File: src/rtl/acza_pkg.sv
`timescale 1ns / 1ps

package acza_pkg;

  // Levels are signed dBFS in 1/16 dB steps
  localparam int unsigned LevelW = 12;
  localparam int unsigned TimeW = 16;
  localparam int unsigned MsW = 7;

  typedef logic signed [LevelW-1:0] level_t;
  typedef logic [TimeW-1:0] time_t;
  typedef logic [MsW-1:0] ms_t;
  typedef logic [1:0] zone_t;

  localparam level_t LEVEL_MIN = -12'sd2048;
  localparam level_t SP_YELLOW = -12'sd320;  // -20 dB
  localparam level_t SP_RED = -12'sd144;     // -9 dB
  localparam level_t TP_YELLOW = -12'sd208;  // -13 dB
  localparam level_t TP_RED = -12'sd32;      // -2 dB

  localparam ms_t ELAPSED_MAX = 7'd100;
  localparam time_t TIME_MAX = 16'hFFFF;

  localparam zone_t ZONE_NONE = 2'd0;
  localparam zone_t ZONE_GREEN = 2'd1;
  localparam zone_t ZONE_YELLOW = 2'd2;
  localparam zone_t ZONE_RED = 2'd3;

  // Control from the top level into one alert tracker
  typedef struct packed {
    logic step;   // advance the tracker by one frame
    logic clear;  // drop accumulated times, re-arm
  } trk_ctrl_t;

  function automatic zone_t zone_of(input logic seen, input level_t db, input logic tp_mode);
    level_t yellow;
    level_t red;
    yellow = tp_mode ? TP_YELLOW : SP_YELLOW;
    red = tp_mode ? TP_RED : SP_RED;
    if (!seen) begin
      zone_of = ZONE_NONE;
    end else if (db < yellow) begin
      zone_of = ZONE_GREEN;
    end else if (db < red) begin
      zone_of = ZONE_YELLOW;
    end else begin
      zone_of = ZONE_RED;
    end
  endfunction

endpackage

File: src/rtl/audio_clip_zone_alert_core.sv
`timescale 1ns / 1ps

// Peak zone meter with red-duration alerts.
//
// Input channel (in_valid / in_ready): one beat per audio channel, carrying
// the post-fader and pre-fader peaks with their valid flags. The beat with
// last_channel set closes the meter frame and also carries elapsed_ms.
// Output channel (out_valid / out_ready): one beat per closed frame with the
// frame maxima, their zones and the warning and alarm flags.
// Configuration: cfg_we writes cfg_data into register cfg_index;
// write only while the block is idle. Writing warnings_enabled re-arms both
// trackers. With meter_enabled low every input beat is taken and dropped.
//
// A last_channel beat lands in the input register when accepted. Its result
// goes to the result register, which drives out_valid, when the input
// register advances, which waits on a held, untaken result. One beat is
// taken per cycle while the result register is free or drains; between the two
// registers, maxima and trackers are combinational compares, saturating adds.
// Reset clears the running maxima, re-arms both trackers and loads the
// register defaults. When the receiver stalls, the result register holds
// its beat, the input register still fills, and in_ready falls only once
// both are occupied.

module audio_clip_zone_alert_core (
  input  logic                    clk,
  input  logic                    rst,

  input  logic                    cfg_we,
  input  logic [2:0]              cfg_index,
  input  logic [15:0]             cfg_data,

  input  logic                    in_valid,
  output logic                    in_ready,
  input  logic signed [11:0]      out_peak_db,
  input  logic                    out_peak_valid,
  input  logic signed [11:0]      in_peak_db,
  input  logic                    in_peak_valid,
  input  logic                    last_channel,
  input  logic [6:0]              elapsed_ms,

  output logic                    out_valid,
  input  logic                    out_ready,
  output logic signed [11:0]      out_level_db,
  output logic signed [11:0]      in_level_db,
  output logic [1:0]              out_zone,
  output logic [1:0]              in_zone,
  output logic                    out_warning_event,
  output logic                    in_warning_event,
  output logic                    out_alarm_active,
  output logic                    in_alarm_active
);
  import acza_pkg::*;

  localparam logic [2:0] REG_METER_EN = 3'd0;
  localparam logic [2:0] REG_PEAK_MODE = 3'd1;
  localparam logic [2:0] REG_WARN_EN = 3'd2;
  localparam logic [2:0] REG_IN_IGNORE = 3'd3;
  localparam logic [2:0] REG_WARN_MS = 3'd4;
  localparam logic [2:0] REG_RECOV_MS = 3'd5;

  // Configuration registers
  logic  meter_en;
  logic  peak_mode;
  logic  warn_en;
  logic  in_ignore;
  time_t warning_ms;
  time_t recovery_ms;

  always_ff @(posedge clk) begin
    if (rst) begin
      meter_en <= 1'b0;
      peak_mode <= 1'b0;
      warn_en <= 1'b1;
      in_ignore <= 1'b0;
      warning_ms <= 16'd1000;
      recovery_ms <= 16'd1000;
    end else if (cfg_we) begin
      unique case (cfg_index)
        REG_METER_EN:  meter_en <= cfg_data[0];
        REG_PEAK_MODE: peak_mode <= cfg_data[0];
        REG_WARN_EN:   warn_en <= cfg_data[0];
        REG_IN_IGNORE: in_ignore <= cfg_data[0];
        REG_WARN_MS:   warning_ms <= cfg_data;
        REG_RECOV_MS:  recovery_ms <= cfg_data;
        default: ;
      endcase
    end
  end

  // Input register
  logic   s1_valid;
  level_t s1_out_db;
  logic   s1_out_ok;
  level_t s1_in_db;
  logic   s1_in_ok;
  logic   s1_last;
  ms_t    s1_ms;

  logic advance;
  logic produce;
  logic res_valid;

  // Advance the input register whenever the result register is free or drains
  assign advance = s1_valid & (~res_valid | out_ready);
  assign in_ready = ~s1_valid | advance;
  assign produce = advance & s1_last & meter_en;

  always_ff @(posedge clk) begin
    if (rst) begin
      s1_valid <= 1'b0;
    end else if (in_ready) begin
      s1_valid <= in_valid;
    end
  end

  always_ff @(posedge clk) begin
    if (in_ready && in_valid) begin
      s1_out_db <= out_peak_db;
      s1_out_ok <= out_peak_valid;
      s1_in_db <= in_peak_db;
      s1_in_ok <= in_peak_valid;
      s1_last <= last_channel;
      s1_ms <= elapsed_ms;
    end
  end

  // Frame maxima; hold them while the meter is off
  level_t out_lvl;
  level_t in_lvl;
  logic   out_seen;
  logic   in_seen;

  acza_frame_max u_out_max (
    .clk        (clk),
    .rst        (rst),
    .upd        (advance & meter_en),
    .peak_db    (s1_out_db),
    .peak_valid (s1_out_ok),
    .last       (s1_last),
    .level      (out_lvl),
    .seen       (out_seen)
  );

  acza_frame_max u_in_max (
    .clk        (clk),
    .rst        (rst),
    .upd        (advance & meter_en),
    .peak_db    (s1_in_db),
    .peak_valid (s1_in_ok),
    .last       (s1_last),
    .level      (in_lvl),
    .seen       (in_seen)
  );

  zone_t oz;
  zone_t iz;
  ms_t   ms_clamped;

  assign oz = zone_of(out_seen, out_lvl, peak_mode);
  assign iz = zone_of(in_seen, in_lvl, peak_mode);
  assign ms_clamped = (s1_ms > ELAPSED_MAX) ? ELAPSED_MAX : s1_ms;

  // Trackers step per closed frame when enabled; a warnings_enabled write re-arms
  trk_ctrl_t out_ctrl;
  trk_ctrl_t in_ctrl;
  logic      trk_clear;
  logic      oev;
  logic      iev;
  logic      oact;
  logic      iact;

  assign trk_clear = cfg_we & (cfg_index == REG_WARN_EN);
  assign out_ctrl = '{step: produce & warn_en, clear: trk_clear};
  assign in_ctrl = '{step: produce & warn_en & ~in_ignore, clear: trk_clear};

  acza_tracker u_out_trk (
    .clk         (clk),
    .rst         (rst),
    .ctrl        (out_ctrl),
    .zone        (oz),
    .ms          (ms_clamped),
    .warning_ms  (warning_ms),
    .recovery_ms (recovery_ms),
    .fired       (oev),
    .alarm       (oact)
  );

  acza_tracker u_in_trk (
    .clk         (clk),
    .rst         (rst),
    .ctrl        (in_ctrl),
    .zone        (iz),
    .ms          (ms_clamped),
    .warning_ms  (warning_ms),
    .recovery_ms (recovery_ms),
    .fired       (iev),
    .alarm       (iact)
  );

  // Result register: load on a closed frame, drop once taken
  always_ff @(posedge clk) begin
    if (rst) begin
      res_valid <= 1'b0;
    end else if (produce) begin
      res_valid <= 1'b1;
    end else if (out_ready) begin
      res_valid <= 1'b0;
    end
  end

  always_ff @(posedge clk) begin
    if (produce) begin
      out_level_db <= out_lvl;
      in_level_db <= in_lvl;
      out_zone <= oz;
      in_zone <= iz;
      out_warning_event <= oev;
      in_warning_event <= iev;
      out_alarm_active <= oact;
      in_alarm_active <= iact;
    end
  end

  assign out_valid = res_valid;

endmodule

File: src/rtl/acza_frame_max.sv
`timescale 1ns / 1ps

module acza_frame_max (
  input  logic            clk,
  input  logic            rst,
  input  logic            upd,
  input  acza_pkg::level_t peak_db,
  input  logic            peak_valid,
  input  logic            last,
  output acza_pkg::level_t level,
  output logic            seen
);
  import acza_pkg::*;

  level_t run_max;
  logic   run_seen;
  level_t cur_max;

  // Fold in the current channel
  always_comb begin
    if (peak_valid && (!run_seen || peak_db > run_max)) begin
      cur_max = peak_db;
    end else begin
      cur_max = run_max;
    end
    seen = run_seen | peak_valid;
    level = seen ? cur_max : LEVEL_MIN;
  end

  // Clear at the end of each frame
  always_ff @(posedge clk) begin
    if (rst) begin
      run_max <= LEVEL_MIN;
      run_seen <= 1'b0;
    end else if (upd) begin
      if (last) begin
        run_max <= LEVEL_MIN;
        run_seen <= 1'b0;
      end else begin
        run_max <= cur_max;
        run_seen <= seen;
      end
    end
  end

endmodule

File: src/rtl/acza_tracker.sv
`timescale 1ns / 1ps

module acza_tracker (
  input  logic               clk,
  input  logic               rst,
  input  acza_pkg::trk_ctrl_t ctrl,
  input  acza_pkg::zone_t    zone,
  input  acza_pkg::ms_t      ms,
  input  acza_pkg::time_t    warning_ms,
  input  acza_pkg::time_t    recovery_ms,
  output logic               fired,
  output logic               alarm
);
  import acza_pkg::*;

  time_t red_time;
  time_t recover_time;
  logic  armed;

  time_t red_time_next;
  time_t recover_time_next;
  logic  armed_next;
  logic  fire;

  logic [TimeW:0] red_sum;
  logic [TimeW:0] rec_sum;
  time_t red_sat;
  time_t rec_sat;

  always_comb begin
    red_sum = {1'b0, red_time} + {{(TimeW+1-MsW){1'b0}}, ms};
    rec_sum = {1'b0, recover_time} + {{(TimeW+1-MsW){1'b0}}, ms};
    red_sat = red_sum[TimeW] ? TIME_MAX : red_sum[TimeW-1:0];
    rec_sat = rec_sum[TimeW] ? TIME_MAX : rec_sum[TimeW-1:0];

    red_time_next = red_time;
    recover_time_next = recover_time;
    armed_next = armed;
    fire = 1'b0;
    if (zone == ZONE_RED) begin
      red_time_next = red_sat;
      recover_time_next = '0;
      if (armed && red_sat >= warning_ms) begin
        fire = 1'b1;
        armed_next = 1'b0;
      end
    end else begin
      recover_time_next = rec_sat;
      if (rec_sat >= recovery_ms) begin
        red_time_next = '0;
        armed_next = 1'b1;
      end
    end

    fired = ctrl.step & fire;
    alarm = ctrl.step & ~armed_next & (zone == ZONE_RED);
  end

  always_ff @(posedge clk) begin
    if (rst || ctrl.clear) begin
      red_time <= '0;
      recover_time <= '0;
      armed <= 1'b1;
    end else if (ctrl.step) begin
      red_time <= red_time_next;
      recover_time <= recover_time_next;
      armed <= armed_next;
    end
  end

endmodule

File: config.mk
export PLATFORM = sky130hd
export DESIGN_NAME = audio_clip_zone_alert_core
export DESIGN_NICKNAME = d
export VERILOG_FILES = /design/src/rtl/acza_pkg.sv /design/src/rtl/audio_clip_zone_alert_core.sv /design/src/rtl/acza_frame_max.sv /design/src/rtl/acza_tracker.sv
export SDC_FILE = /design/constraint.sdc
export NUM_CORES = 1
export LEC_CHECK = 0
export ABC_AREA = 1
export ABC_CLOCK_PERIOD_IN_PS = 3700
export BUFFER_PORTS_ARGS = -buffer_cell sky130_fd_sc_hd__buf_2
export CAP_MARGIN = 20
export CORE_MARGIN = 1.5
export CORE_UTILIZATION = 28
export CTS_BUF_LIST = sky130_fd_sc_hd__clkbuf_2 sky130_fd_sc_hd__clkbuf_4 sky130_fd_sc_hd__clkbuf_8
export DETAILED_ROUTE_END_ITERATION = 16
export SYNTH_ARGS = -nofsm -noshare
export SYNTH_HDL_FRONTEND = slang
export SYNTH_HIERARCHICAL = 1
export SYNTH_SLANG_ARGS = --single-unit
File: constraint.sdc
create_clock -name clk -period 3.7 [get_ports clk]
set_input_delay 0 -clock clk [delete_from_list [all_inputs] [get_ports clk]]
set_output_delay 0 -clock clk [all_outputs]
set_load 0.01 [all_outputs]
Word-level counts from Yosys, hierarchy flattened --
Index checks and enable logic that the tools add are counted. Widths: inputs -> output; s select.
Storage, ports and cells: flip-flop bits (word level) 196, input bits 58, output and inout bits 34, word-level logic and storage cells 137
Cells by class: $add $sub $neg 4, $lt $le $gt $ge 11, eq/ne operators 7, muxes and demuxes 39, bitwise logic cells 22, reduce and logical (&&, ||, !) cells 22
Operators by type and width (number):
- $mux 16 | 10
- $mux 12 | 6
- $add 16x7->17 | 4
- $ge 16x16->1 | 4
- $gt 12x12->1 | 2
- $lt 12x12->1 | 2
- $mux 1 | 16
- $reduce_and 2->1 | 8
- $and 1x1->1 | 13
- $lt 12x10->1 | 1
- $lt 12x9->1 | 1
- $mux 9 | 1
- $mux 2 | 4
- $mux 8 | 1
- $gt 7x7->1 const B | 1
- $mux 7 | 1
- $eq 3x2->1 const B | 2
- $eq 3x3->1 const B | 2
- $reduce_bool 2->1 | 3
- $logic_and 1x1->1 | 5
- $not 1->1 | 5
- $eq 2x2->1 const B | 2
- $or 1x1->1 | 4
- $eq 3x1->1 const B | 1
- other kinds (3) | 6

Depth between registers and ports, before layout --
Gate-level depths: netlist of run 1.
depth in word-level cells 14, gate-level depth with buffers 37, depth with buffers taken out 36

Hierarchy --
Netlist of run 1, hierarchy kept.
By module, submodules not included:
- audio_clip_zone_alert_core | instances 1, cells an instance 328, area each 3910.0 um2, seq. area each 2742.6 um2
- acza_tracker at u_in_trk | instances 1, cells an instance 574, area each 3777.4 um2, seq. area each 660.6 um2
- acza_tracker at u_out_trk | instances 1, cells an instance 559, area each 3664.8 um2, seq. area each 660.6 um2
- acza_frame_max | instances 2, cells an instance 188, area each 1298.7 um2, seq. area each 260.2 um2

Least setup slack after synthesis of run 1 --
Ideal clock, no wire load.
path type reg-to-reg, from register s1_ms[0], to register u_in_trk.red_time[2], setup time 133 ps, arrival 3301 ps, data required time 3567 ps, path slack 265 ps, cell stages (with the launch flop) 23, buffers on the path 1, clock period less this slack 3435 ps, path through edfxtp_1 -> o21ai_1 -> a31oi_1 -> nor2_1 -> ha_1 -> nand2_1 -> nand2_1 -> and2_1 -> nand2_1 -> nand2_1 -> nand3_1 -> nand3_4 -> ha_1 -> nand2_1 -> inv_1 -> nand3_1 -> nor3_1 -> nand2_1 -> nand2_1 -> nand2_2 -> buf_6 -> nand2_1 -> a21oi_2
Between the ends: cells in the longest elaborated chain, start to end 7, elaborated cells on any way between the ends 10, classes of those cells 2 x add/sub; 2 x order compare; 4 x mux; 2 x reduce/logical
RTL lines:
- start, declared | line audio_clip_zone_alert_core.sv:97 | ms_t s1_ms;
- start signal, assigned | line audio_clip_zone_alert_core.sv:123 | s1_ms <= elapsed_ms;
- $gt 7x7->1 (*) | line audio_clip_zone_alert_core.sv:161 | assign ms_clamped = (s1_ms > ELAPSED_MAX) ? ELAPSED_MAX : s1_ms;
- $mux 7 (*) | line audio_clip_zone_alert_core.sv:161
- net ms_clamped[1] | line audio_clip_zone_alert_core.sv:157 | ms_t ms_clamped;
- $add 16x7->17 | line acza_tracker.sv:32 | rec_sum = {1'b0, recover_time} + {{(TimeW+1-MsW){1'b0}}, ms};
- $mux 16 | line acza_tracker.sv:34 | rec_sat = rec_sum[TimeW] ? TIME_MAX : rec_sum[TimeW-1:0];
- $ge 16x16->1 | line acza_tracker.sv:49 | if (rec_sat >= recovery_ms) begin
- $reduce_bool 2->1 (no source line)
- $reduce_and 2->1 (no source line)
- end signal, assigned | line acza_tracker.sv:65 | red_time <= red_time_next;
- end, declared | line acza_tracker.sv:16 | time_t red_time;
Mark *: on every way through the listed nets, which the timed path passes. The rest lies on a longest branch. A chain may end at the register's enable or synchronous reset.

Worst setup path in the final report of run 1 --
from register s1_out_db[7], to register u_out_trk.red_time[13]
Between the ends: elaborated cells on any way between the ends 14, classes of those cells 3 x order compare; 1 x eq/ne; 6 x mux; 4 x reduce/logical
RTL lines:
- start, declared | line audio_clip_zone_alert_core.sv:92 | level_t s1_out_db;
- start signal, assigned | line audio_clip_zone_alert_core.sv:118 | s1_out_db <= out_peak_db;
- $gt 12x12->1 (*) | line acza_frame_max.sv:21 | if (peak_valid && (!run_seen || peak_db > run_max)) begin
- $logic_or 1x1->1 (*) | line acza_frame_max.sv:21
- $logic_and 1x1->1 (*) | line acza_frame_max.sv:21
- $mux 12 (*) | line acza_frame_max.sv:21
- $mux 12 (*) | line acza_frame_max.sv:27 | level = seen ? cur_max : LEVEL_MIN;
- net out_lvl[6] | line audio_clip_zone_alert_core.sv:128 | level_t out_lvl;
- $lt 12x12->1 (*) | line acza_pkg.sv:42 | end else if (db < yellow) begin
- $mux 2 (*) | line acza_pkg.sv:42
- $mux 2 (*) | line acza_pkg.sv:40 | if (!seen) begin
- net oz[1] | line audio_clip_zone_alert_core.sv:155 | zone_t oz;
- $eq 2x2->1 (*) | line acza_tracker.sv:40 | if (zone == ZONE_RED) begin
- $reduce_bool 2->1 (no source line)
- $reduce_and 2->1 (no source line)
- end signal, assigned | line acza_tracker.sv:65
- end, declared | line acza_tracker.sv:16
Marks and branches as above.

==> impl_metrics.py, run 1 <==
metrics = {
    "sta": {
        "slew_viol_final": 0,
        "rsz0062_at_grt": "true",
        "fin_skew_ns": 0.0255,
        "layout_setup_ws_ns": -0.122,
        "timing.fmax_ghz": 0.262,
        "finalCritPeriodShare_pct": 103,
        "finalSetupTns_ns": -2.56,
        "slew_headroom_pct": 31.9,
        "setup_violations": 33,
        "worstMarginPinSlew_ns": 1.02,
        "fin_crit_ns": 3.82,
        "hold_viol": 0,
        "whs_ns": 0.152,
    },
    "setup_path": {
        "worstPathRequired_ns": 4.17,
        "r2r_start": "s1_out_db[7]$_DFFE_PP_",
        "r2r-end": "u_out_trk/red_time[13]$_SDFFE_PP0P_",
        "r2r_cells": 30,
        "cp_data_arrival_time_ns": 4.29,
        "cp-end-kind": "flop",
        "critPathLaunchType": "flop",
        "cp_max_fo": 8,
        "critical_path_class": "reg -> reg",
        "cp_slowest_cell": "edfxtp_1",
        "max_stage_delay_ns": 0.45,
        "crit_top_cell": "nand2_2",
        "reg2reg_slack_ns": -0.12,
    },
    "floorplanning": {
        "start_util_pct": 28.4,
        "chipWidth_um": 226,
        "fp.dieH_um": 226,
        "rows": 81,
        "pin_count": 92,
        "core_area_um2": 49100,
        "dieArea_um2": 51200,
    },
    "route": {
        "vias": 13100,
        "first_pass_iters": 5,
        "wire_per_inst_um": 14.3,
        "via_per_inst": 4.59,
        "drt-initial-drc-count": 913,
        "totalWireLength_mm": 40.8,
        "drc_errors": 0,
        "ant_nets": 0,
    },
    "outcome": {
        "status": "finished with violations",
        "violations": "negative setup slack",
    },
    "logic_synthesis": {
        "ys_warn_count": 6,
        "synthArstFlopShare_pct": 0,
        "synth.most_common_cell": "nand2_1",
        "synth_seq_cells": 196,
        "synth.distinct_cells": 52,
        "netlist_area_um2": 13900,
        "yosys.area.top_type": "dfxtp_1",
        "synth_common_cells": "509 x nand2_1, 270 x inv_1, 131 x nor2_1",
        "synth_edf_count": 66,
        "syn_inst": 1837,
        "synthTopCellsByArea": "dfxtp_1 19%, edfxtp_1 14%, nand2_1 14%",
        "ys_seq_area_share_pct": 32.9,
        "synth_top_area_share_pct": 18.7,
        "syn_area_per_cell_um2": 7.59,
        "synth_flop_cell": "dfxtp_1",
        "syn_nets": 2025,
    },
    "global_route": {
        "grt_max_degree": 37,
        "grt_overflow": 0,
        "grt.total_usage_pct": 15.2,
        "grt_pass1_wl_mm": 61.5,
        "grt_pass1_vias": 12300,
        "antenna_found_initial": 5,
    },
    "pwr": {
        "peakVddDrop_mv": 0.313,
        "p_clk_share_pct": 33.8,
        "powerDensity_nw_per_um2": 242,
        "seqPwrFrac_pct": 50.2,
        "finalPower_mw": 4.57,
        "p_switching_mw": 1.39,
        "power.leakage_nw": 8.83,
        "switching_share_pct": 30.4,
        "comb_power_share_pct": 16.0,
        "intPower_mw": 3.18,
    },
    "clocking": {
        "clkLatencyLatePin_ns": 0.54,
        "htree_levels": 4,
        "clkSinkCount": 196,
        "cts_tree": "built",
        "ctsRootBufferMaster": "clkbuf_8",
        "clk_pin_slew_worst_paths_ns": 0.13,
        "cts_buffers": 17,
        "cts_max_path_buffers": 2,
    },
    "hold_path": {
        "hold_class": "in -> reg",
        "hp-start": "out_peak_db[3]",
        "holdPathEnd": "s1_out_db[3]$_DFFE_PP_",
        "hold_depth": 2,
    },
    "layout": {
        "final_core_util_pct": 38.5,
        "fin_nets": 2358,
        "stdcell_area_um2": 18900,
        "area_growth_pct": 35.5,
        "fillers": 4957,
        "drive_gt1_share_pct": 34.4,
    },
    "place": {
        "gp_congestion": 0.908,
        "placed_area_um2": 16200,
        "detailed_place_hpwl_mm": 29.2,
        "port_buffers": 91,
    },
    "job": {
        "maxCapViolations": 0,
    },
}
routing by layer:
metal	GRT usage, %	part of all wire, %
met5	0	0.024
met4	4.58	2.4
met3	2.80	4.3
met2	25.5	48
met1	19.8	46
flip-flops by register name (all words and copies together), names as in the netlist, 2 cells and up:
| name | count |
|---|---|
| in_level_db | 12 |
| in_zone | 2 |
| out_level_db | 12 |
| out_zone | 2 |
| recovery_ms | 16 |
| s1_in_db | 12 |
| s1_ms | 7 |
| s1_out_db | 12 |
| u_in_max/run_max | 12 |
| u_in_trk/recover_time | 16 |
| u_in_trk/red_time | 16 |
| u_out_max/run_max | 12 |
| u_out_trk/recover_time | 16 |
| u_out_trk/red_time | 16 |
| warning_ms | 16 |
worst max-delay path by stage:
stage / slack (ns) / end / startpoint / cells past startpoint
CTS: -0.04 / in_alarm_active$_DFFE_PN_ / s1_ms[0]$_DFFE_PP_ / 23
detailed placement: -0.18 / in_alarm_active$_DFFE_PN_ / s1_ms[1]$_DFFE_PP_ / 21
floorplan: 0.27 / u_in_trk/red_time[2]$_SDFFE_PP0P_ / s1_ms[0]$_DFFE_PP_ / 22
finish: -0.12 / u_out_trk/red_time[13]$_SDFFE_PP0P_ / s1_out_db[7]$_DFFE_PP_ / 30
global route: -0.34 / u_in_trk/red_time[7]$_SDFFE_PP0P_ / s1_in_db[6]$_DFFE_PP_ / 31
global placement: -0.13 / in_alarm_active$_DFFE_PN_ / s1_ms[0]$_DFFE_PP_ / 21
cells in the final DEF, fill, tap and decap left out, types with 68 or more instances in the layout:
cell type  count
a21oi_2       78
buf_2         91
buf_4        175
dfxtp_1      124
ha_1          92
inv_1        264
nand2_1      443
nand2_2       68
nand3_1      109
nor2_1       114
final cells by class:
class                           instances  area [um^2]  area share (%)
Sequential cell                       196         4590            24.3
Timing Repair Buffer                  354         2810            14.9
Inverter                              288         1090            5.79
Multi-Input combinational cell       1313         9130            48.3
Antenna cell                            3         7.51          0.0397
Tap cell                              664          831            4.40
Clock inverter                         15          200            1.06
Clock buffer                           17          234            1.24
cells by family (layout without fill, tap and decap cells):
group / count (synthesis) / in the layout / share of synthesized area (%)
flops: 196 / 196 / 32.9
other cells: 0 / 3 / 0
buf+inv: 329 / 674 / 9.92
xor+xnor: 3 / 3 / 0.188
compound gates: 193 / 193 / 8.82
simple gates: 986 / 987 / 36.3
fa+ha+maj: 130 / 130 / 11.9
worst max-delay path: cells and delay by family, from the launching register on:
kind	cells	cell delay, ns
simple gates	22	2.12
fa+ha+maj	2	0.54
flops	1	0.45
compound gates	2	0.31
buf+inv	4	0.29
power groups by stage:
stage | Clock [mW] | Combinational, mW | Sequential, mW
finish | 1.54 | 0.731 | 2.29
floorplan | 0 | 0.349 | 2.33
global placement | 0 | 0.553 | 2.34
CTS | 1.61 | 0.626 | 2.29
detailed placement | 0 | 0.565 | 2.34
global route | 1.68 | 0.805 | 2.30
stage by stage:
stage	instances	worst slack [ns]
6_report	2850	-0.122
5_1_grt	2850	-0.343
4_1_cts	2800	-0.0396
3_5_place_dp	2704	-0.184
3_3_place_gp	2704	-0.126
2_1_floorplan	1837	0.265
timing repair:
item | CTS | global route
pin swaps | 2 | 108
hold buffers | 60 | 0
resized for setup | 13 | 249
endpoints found under the setup margin | 49 | 70
buffers inserted | 4 | 45
hold endpoints to repair | 83 | 0
cloned | 0 | 3
No activity file was read; power rests on OpenSTA's default activity.
==> run 2, diff against run 1 <==
--- a/config.mk
+++ b/config.mk
@@ -9,11 +9,10 @@
 export ABC_CLOCK_PERIOD_IN_PS = 3700
 export BUFFER_PORTS_ARGS = -buffer_cell sky130_fd_sc_hd__buf_2
 export CAP_MARGIN = 20
-export CORE_MARGIN = 1.5
+export CORE_MARGIN = 2
 export CORE_UTILIZATION = 28
 export CTS_BUF_LIST = sky130_fd_sc_hd__clkbuf_2 sky130_fd_sc_hd__clkbuf_4 sky130_fd_sc_hd__clkbuf_8
 export DETAILED_ROUTE_END_ITERATION = 16
 export SYNTH_ARGS = -nofsm -noshare
 export SYNTH_HDL_FRONTEND = slang
-export SYNTH_HIERARCHICAL = 1
 export SYNTH_SLANG_ARGS = --single-unit
==> run 2 against run 1 <==
  * Worst setup slack got worse by 0.41 ns
  * Critical path type unchanged
  * Maximum frequency is 9.6% lower
  * Register-to-register slack got worse by 0.41 ns
  * Synthesized cell count fell by 13%
  * Critical endpoint is now u_out_trk.red_time[10]$_SDFFE_PP0P_
  * Die area shrank 12%
  * First-iteration DRC count fell by 27%
  * The flow still finishes with violations (negative setup slack)
  * Clock power down 6%
  * Cell count down 11%
  * Sequential share of layout area grew 3.6 points
  * Global-route usage increased by 1.1 points
  * Largest power group unchanged
  * Clock-buffer cell count unchanged
==> impl_metrics.py, run 2 <==
metrics = {
    "global_route": {
        "grt_pass1_wl_mm": 57.9,
        "grt.total_usage_pct": 16.3,
        "grt_pass1_vias": 11600,
        "antenna_found_initial": 1,
        "grt_max_degree": 56,
        "grt_overflow": 0,
    },
    "pwr": {
        "peakVddDrop_mv": 0.175,
        "p_switching_mw": 1.38,
        "switching_share_pct": 30.6,
        "power.leakage_nw": 7.35,
        "p_clk_share_pct": 32.0,
        "intPower_mw": 3.14,
        "seqPwrFrac_pct": 51.0,
        "finalPower_mw": 4.52,
        "powerDensity_nw_per_um2": 275,
        "comb_power_share_pct": 17.0,
    },
    "hold_path": {
        "hold_depth": 2,
        "hold_class": "in -> reg",
    },
    "layout": {
        "fin_nets": 2119,
        "area_growth_pct": 36.0,
        "drive_gt1_share_pct": 27.8,
        "final_core_util_pct": 38.3,
        "final_common_cell": "nand2_1",
        "multi_input_area_um2": 7040,
        "fin_cells": 2542,
        "layout_common_cells": "315 x nand2_1, 245 x inv_1, 202 x buf_4",
        "stdcell_area_um2": 16400,
        "fillers": 4296,
        "seq_area_um2": 4590,
    },
    "logic_synthesis": {
        "synthTopCellsByArea": "dfxtp_1 22%, edfxtp_1 16%, ha_1 12%",
        "synth.distinct_cells": 49,
        "synth_top_area_share_pct": 21.5,
        "ys_warn_count": 0,
        "synthMuxAreaShare_pct": 0,
        "synthArstFlopShare_pct": 0,
        "synth.most_common_cell": "nand2_1",
        "synth-compound-area-share_pct": 14.0,
        "syn_area_per_cell_um2": 7.54,
        "ys_seq_area_share_pct": 37.9,
        "synth_common_cells": "348 x nand2_1, 252 x inv_1, 130 x dfxtp_1",
        "synth_flop_cell": "dfxtp_1",
        "syn_nets": 1779,
        "netlist_area_um2": 12100,
        "syn_inst": 1603,
        "synthSimpleGateAreaFrac_pct": 25.1,
        "synth_xor_area_share_pct": 1.01,
        "yosys.area.top_type": "dfxtp_1",
        "synth_top_family_by_area": "simple AND/OR/NAND/NOR gates",
        "synth_edf_count": 66,
        "synthAdderAreaFrac_pct": 12.2,
        "synth_seq_cells": 196,
    },
    "sta": {
        "slew_viol_final": 0,
        "rsz0062_at_grt": "true",
        "hold_viol": 0,
        "whs_ns": 0.174,
        "timing.fmax_ghz": 0.237,
        "fin_skew_ns": 0.0269,
        "finalSetupTns_ns": -17.89,
        "finalCritPeriodShare_pct": 114,
        "fin_crit_ns": 4.23,
        "slew_headroom_pct": 37.4,
        "layout_setup_ws_ns": -0.528,
        "setup_violations": 38,
        "worstMarginPinSlew_ns": 0.929,
    },
    "clocking": {
        "clk_pin_slew_worst_paths_ns": 0.11,
        "htree_levels": 4,
        "cts_max_path_buffers": 2,
        "cts_tree": "built",
        "clkSinkCount": 196,
        "cts_buffers": 17,
        "ctsRootBufferMaster": "clkbuf_8",
        "clkLatencyLatePin_ns": 0.53,
    },
    "setup_path": {
        "critPathLaunchType": "flop",
        "cp_data_arrival_time_ns": 4.68,
        "critical_path_class": "reg -> reg",
        "crit_top_cell": "nand2_2",
        "r2r_cells": 30,
        "cp-end-kind": "flop",
        "cp_max_fo": 8,
        "cp_slowest_cell": "edfxtp_1",
        "worstPathRequired_ns": 4.16,
        "max_stage_delay_ns": 0.40,
    },
    "place": {
        "placed_area_um2": 14600,
        "gp_congestion": 0.869,
        "dp_worst_setup_slack_ns": -0.686,
        "placedCellCount": 2410,
        "port_buffers": 91,
        "detailed_place_hpwl_mm": 26.6,
    },
    "route": {
        "vias": 11800,
        "ant_nets": 0,
        "first_pass_iters": 5,
        "drt-initial-drc-count": 666,
        "totalWireLength_mm": 36.0,
        "drc_errors": 0,
        "wire_per_inst_um": 14.2,
        "via_per_inst": 4.63,
    },
    "floorplanning": {
        "core_area_um2": 42900,
        "rows": 76,
        "start_util_pct": 28.2,
        "chipWidth_um": 212,
        "pin_count": 92,
        "dieArea_um2": 44900,
        "fp.dieH_um": 212,
    },
    "outcome": {
        "status": "finished with violations",
        "violations": "negative setup slack",
    },
    "job": {
        "maxCapViolations": 0,
    },
}
run 2: final timing paths:
kind                                    start  slack (ns)                             endpoint
max                        s1_ms[0]$_DFFE_PP_       -0.53  u_out_trk.red_time[10]$_SDFFE_PP0P_
max reg2reg                s1_ms[0]$_DFFE_PP_       -0.53  u_out_trk.red_time[10]$_SDFFE_PP0P_
min                            out_peak_valid        0.17                  s1_out_ok$_DFFE_PP_
min reg2reg  u_in_max.run_max[4]$_SDFFE_PP0P_        0.48     u_in_max.run_max[4]$_SDFFE_PP0P_
run 2: routing by layer:
layer | global-route usage [%] | part of all wire, % | wire length, um
met5 | 0 | 0 | 0
met4 | 6.31 | 2.4 | 847
met3 | 2.76 | 3.3 | 1180
met2 | 29.6 | 51 | 18200
met1 | 19.2 | 44 | 15700
run 2: repair_timing:
action                                  in CTS  in global routing
endpoints found under the hold margin       99                  0
hold buffers                                60                  0
setup buffers                               28                 10
pin swaps                                   46                 24
cloned                                       1                  0
endpoints found under the setup margin      53                 71
gates resized for setup                     80                 50
run 2: cells by family (layout without fill, tap and decap cells):
| kind of cell | after synthesis | after routing |
|---|---|---|
| xor+xnor | 14 | 14 |
| flops | 196 | 196 |
| fa+ha+maj | 118 | 118 |
| compound gates | 294 | 294 |
| buf+inv | 299 | 651 |
| other cells | 0 | 1 |
| simple gates | 682 | 683 |
run 2: power by group through the flow:
stage	sequential (mW)	clock (mW)	combinational [mW]
after floorplan	2.34	0	0.381
final	2.30	1.45	0.768
after global placement	2.35	0	0.633
after detailed placement	2.35	0	0.647
after global routing	2.31	1.57	0.856
after CTS	2.30	1.50	0.738
run 2: worst max-delay path, delay by kind of cell, from the launching register on:
family,cells,cell delay (ns)
AND/OR/NAND/NOR,14,1.59
AO/OA/AOI/OAI,7,0.99
buffers and inverters,6,0.70
adder cells (fa/ha/maj),3,0.46
flip-flops,1,0.40
run 2: layout make-up:
type / instances / share of cell area, %
Antenna cell: 1 / 0.0152
Clock buffer: 17 / 1.42
Clock inverter: 15 / 1.08
Inverter: 258 / 5.89
Multi-Input combinational cell: 1109 / 42.8
Sequential cell: 196 / 27.9
Tap cell: 585 / 4.45
Timing Repair Buffer: 361 / 16.4
